==> src/rtl/fscg_divider.sv <==
`default_nettype none
// pipelined restoring divider, one quotient bit per stage, carries a side payload
module fscg_divider #(
  parameter int unsigned NUM_BITS = 32,
  parameter int unsigned DEN_BITS = 16,
  parameter int unsigned SIDE_BITS = 1
) (
  input  wire logic                 clk,
  input  wire logic                 rst_n,
  input  wire logic                 en,
  input  wire logic                 in_valid,
  input  wire logic [NUM_BITS-1:0]  in_num,
  input  wire logic [DEN_BITS-1:0]  in_den,
  input  wire logic [SIDE_BITS-1:0] in_side,
  output logic                      out_valid,
  output logic [NUM_BITS-1:0]       out_quot,
  output logic                      out_rem_nz,
  output logic [SIDE_BITS-1:0]      out_side
);
  localparam int unsigned REM_BITS = DEN_BITS + 1;
  logic [NUM_BITS-1:0]  q_r   [NUM_BITS+1];
  logic [REM_BITS-1:0]  rem_r [NUM_BITS+1];
  logic [DEN_BITS-1:0]  den_r [NUM_BITS+1];
  logic [SIDE_BITS-1:0] side_r[NUM_BITS+1];
  logic [NUM_BITS:0]    v_r;

  always_comb begin
    q_r[0] = in_num;
    rem_r[0] = '0;
    den_r[0] = in_den;
    side_r[0] = in_side;
    v_r[0] = in_valid;
  end

  for (genvar s = 0; s < NUM_BITS; s++) begin : g_stage
    logic [REM_BITS-1:0] trial;
    logic                fits;
    assign trial = {rem_r[s][DEN_BITS-1:0], q_r[s][NUM_BITS-1]};
    assign fits = trial >= {1'b0, den_r[s]};
    always_ff @(posedge clk) begin
      if (!rst_n) begin
        v_r[s+1] <= 1'b0;
      end else if (en) begin
        v_r[s+1] <= v_r[s];
      end
    end
    always_ff @(posedge clk) begin
      if (en) begin
        rem_r[s+1] <= fits ? trial - {1'b0, den_r[s]} : trial;
        q_r[s+1] <= {q_r[s][NUM_BITS-2:0], fits};
        den_r[s+1] <= den_r[s];
        side_r[s+1] <= side_r[s];
      end
    end
  end

  assign out_valid = v_r[NUM_BITS];
  assign out_quot = q_r[NUM_BITS];
  assign out_rem_nz = rem_r[NUM_BITS] != '0;
  assign out_side = side_r[NUM_BITS];
endmodule
`default_nettype wire

==> config.mk <==
export PLATFORM = sky130hd
export DESIGN_NAME = fscg_divider
export DESIGN_NICKNAME = d
export VERILOG_FILES = /design/src/rtl/fscg_divider.sv
export SDC_FILE = /design/constraint.sdc
export NUM_CORES = 2
export LEC_CHECK = 0
export BUFFER_PORTS_ARGS = -buffer_cell sky130_fd_sc_hd__buf_2
export CELL_PAD_IN_SITES_DETAIL_PLACEMENT = 0
export CELL_PAD_IN_SITES_GLOBAL_PLACEMENT = 1
export CORE_MARGIN = 4
export CORE_UTILIZATION = 45
export DETAILED_ROUTE_END_ITERATION = 12
export PLACE_DENSITY = 0.72
export SETUP_SLACK_MARGIN = 0.3
export SYNTH_ARGS = -nofsm -noshare
export SYNTH_HDL_FRONTEND = slang
export SYNTH_SLANG_ARGS = --single-unit
==> constraint.sdc <==
create_clock -name clk -period 3.8 [get_ports clk]
set_input_delay 0.76 -clock clk [delete_from_list [all_inputs] [get_ports clk]]
set_output_delay 0.76 -clock clk [all_outputs]
set_load 0.05 [all_outputs]
==> summary.txt <==
IO Pins - 88
Clk Latency, worst-skew pair - 840 ps
Crit path largest cell delay - 450 ps
CP required - 4360 ps
Post-synth ARST share - 0%
Clock Skew - 58.8 ps
M2 GR Usage - 24.4%
Routed WL - 164 mm
Leak - 40.3 nW
Most used routing layer - met2
Worst ir drop on vdd - 0.526 mV
Max-cap viol count - 0
Cts bufs inserted - 217
Initial DRC count - 3,172
CP Max Fanout - 26
Most numerous cell in the Yosys netlist - edfxtp_1
Worst Hold End - q_r[1019]$_DFFE_PP_
Reg2reg end - g_stage[15].trial[4]$_DFFE_PP_
Die height - 462 µm
Crit. Startpoint - den_r[289]$_DFFE_PP_
Root buffer cell - clkbuf_16
Worst hold-check path type - input port to flip-flop
WHS - 96.1 ps
Switching power share of the total - 31.5%
Yosys cell types - 81
Register share of total power - 40.9%
Int Pwr - 0.0565 W
PD cells - 790 mW/mm²
CTS H-tree depth - 4
Synthesis-to-layout area growth - 13.0%
Antenna-violating nets left - 0
Max Fclk - 295 MHz
Psw - 0.0261 W
GRT overflow - 0
Clk pwr share - 25.7%
Met1 GRT Util - 21.5%
Register bit total from synthesis - 2,097
Critical Path Start Type - flip-flop
Ys flop type - edfxtp_1
Mapped Nets - 7,049
Logic pwr share - 33.4%
CP Capture Type - flip-flop
Status - completed
Initial Utilization - 45.2%
Via count - 49,401
Hpwl dp - 114 mm
CTS sink cnt - 2,097
Final period util - 89.3%
Met3 GRT Util - 2.58%
Site row count - 166
Initial DRT Pass Iterations - 5
Worst Hold Depth - 1
Count of pins over their slew limit - 0
Hold Startpoint - in_num[26]
CP max-delay cell - edfxtp_1
Sequential share of the synthesized area - 67.7%
CTS clk-pin slew, worst paths - 60 ps
Pwr Total - 0.0826 W
CP most frequent cell - o21ai_0
Syn avg cell area - 14.3 µm²
Drt drc - 0
Commonest cells post-synth - edfxtp_1, inv_1, ha_1, a21oi_1, nor2_1
Final count of hold timing violations - 0
Initial antenna violation count - 5
Syn. warnings - 0
Worst path arrival time - 3950 ps
Largest net degree at the start of global routing - 99
Area contributors post-synth - edfxtp_1, ha_1, inv_1
R2R Path Start - den_r[289]$_DFFE_PP_
PortBufs - 87
DR WL/cell - 17.0 µm
Slew at the pin closest to its max-slew limit - 1120 ps
Core Area - 0.205 mm²
Setup TNS - 0 ps
Share of the synthesized area in the top cell type - 67.0%
Cells along the critical path - inv_1 > ha_1 > nor2b_1 > o31a_1 > nor3_1 > o21ai_0 > o21ai_0 > o41ai_1 > a41o_4 > mux2_2
Full die area - 0.213 mm²
Biggest area consumer among synthesized cells - edfxtp_1
Worst reg-to-reg path cell count - 10
First-pass GRT wire length - 262 mm
Vias per inst - 5.12
Clock Path Buffers - 3
Share of cells above drive strength 1 - 11.9%
Setup violators final - 0
CTS tree - done
Crit Path Class - flip-flop to flip-flop
RSZ-0062 raised after global routing - true
Post-Synthesis Cell Area - 0.0926 mm²
Fin nets - 7,364
Post-synth EDFFs - 2,065
Slew margin rel. - 25.2%
Vias in the first global route - 48,779
Reg2Reg Setup Slack - 410 ps
Tot GR Track Use - 15.3%
Mapped Cells - 6,467
Gpl congestion - 0.829
Chip Width - 462 µm
Fillers - 16,947
Post-layout min period - 3390 ps
## cell type report
| type | count | area, µm² | area share [%] |
|---|---|---|---|
| Antenna cell | 1 | 2.50 | 0.00239 |
| Clock buffer | 257 | 5590 | 5.35 |
| Clock inverter | 148 | 1640 | 1.57 |
| Inverter | 631 | 2370 | 2.27 |
| Multi-Input combinational cell | 3616 | 27100 | 26.0 |
| Sequential cell | 2097 | 62700 | 59.9 |
| Tap cell | 2688 | 3360 | 3.22 |
| Timing Repair Buffer | 219 | 1810 | 1.73 |
## power by group through the flow
stage / combinational, W / sequential (W) / clock, W
3_5_place_dp: 0.0272 / 0.0343 / 0
2_1_floorplan: 0.0213 / 0.0330 / 0
3_3_place_gp: 0.0268 / 0.0343 / 0
5_1_grt: 0.0310 / 0.0342 / 0.0229
4_1_cts: 0.0274 / 0.0339 / 0.0220
6_report: 0.0276 / 0.0338 / 0.0212
## through the flow
stage          utilization, %  instance area (µm²)  instances  setup WS, ps
4_1_cts                  51.0               104000       9650           337
6_report                 51.1               105000       9657           408
5_1_grt                  51.1               105000       9657           283
3_5_place_dp             47.4                97100       9243           274
2_1_floorplan               -                92600       6467           637
3_3_place_gp             47.4                97100       9243           255
## cell usage in the layout, fill, tap and decap left out, types with 148 or more instances in the layout
master and n:
xnor2_1 227, clkbuf_16 217, edfxtp_1 2065, nand2_1 333, a21o_1 148, xor2_1 152, mux2_2 192, ha_1 498
a21oi_1 382, inv_1 629, o21ai_0 284, nor2_1 344
## worst max path at each step
stage	endpoint	slack (ps)
after floorplan	g_stage[2].trial[10]$_DFFE_PP_	640
after global placement	g_stage[15].trial[4]$_DFFE_PP_	250
after detailed placement	g_stage[15].trial[4]$_DFFE_PP_	270
after CTS	g_stage[27].trial[11]$_DFFE_PP_	340
after global routing	g_stage[13].trial[10]$_DFFE_PP_	280
final	g_stage[15].trial[4]$_DFFE_PP_	410
## cells by family after synthesis
family                   count (synthesis)  synth area share, %
adder cells (fa/ha/maj)                529                 7.40
AND/OR/NAND/NOR                       1188                 6.08
AO/OA/AOI/OAI                         1230                 8.51
buffers and inverters                  754                 3.26
multiplexers                           290                 3.47
XOR/XNOR                               379                 3.59
flip-flops                            2097                 67.7
## worst max-delay path: cells and delay by family (launching register included)
kind | cells | cell delay [ps]
mux | 1 | 330
flops | 1 | 450
simple gates | 2 | 390
fa+ha+maj | 1 | 330
compound gates | 5 | 1540
buf+inv | 1 | 70
## flip-flops by register name, summed over array words and instances (netlist names)
| signal | cells |
|---|---|
| q_r | 961 |
| g_stage.trial | 527 |
| den_r | 496 |
| out_quot | 32 |
| side_r | 31 |
| v_r | 31 |
| rem_r | 17 |
| out_side | 1 |
| out_valid | 1 |
## layer usage
metal / part of all wire, % / vias to the layer above
met5: 0 / -
met4: 2.7 / 0
met3: 3.9 / 290
met2: 46 / 758
met1: 47 / 23670
li1: - / 24683
## timing repair
action / in CTS / in global routing
hold buffers: 2 / 0
setup buffers: 0 / 6
resized for setup: 2 / 25
pin swaps: 0 / 5
endpoints found under the hold margin: 2 / 0
endpoints found under the setup margin: 8 / 180
Note: power is estimated with default switching activity, not from simulation.
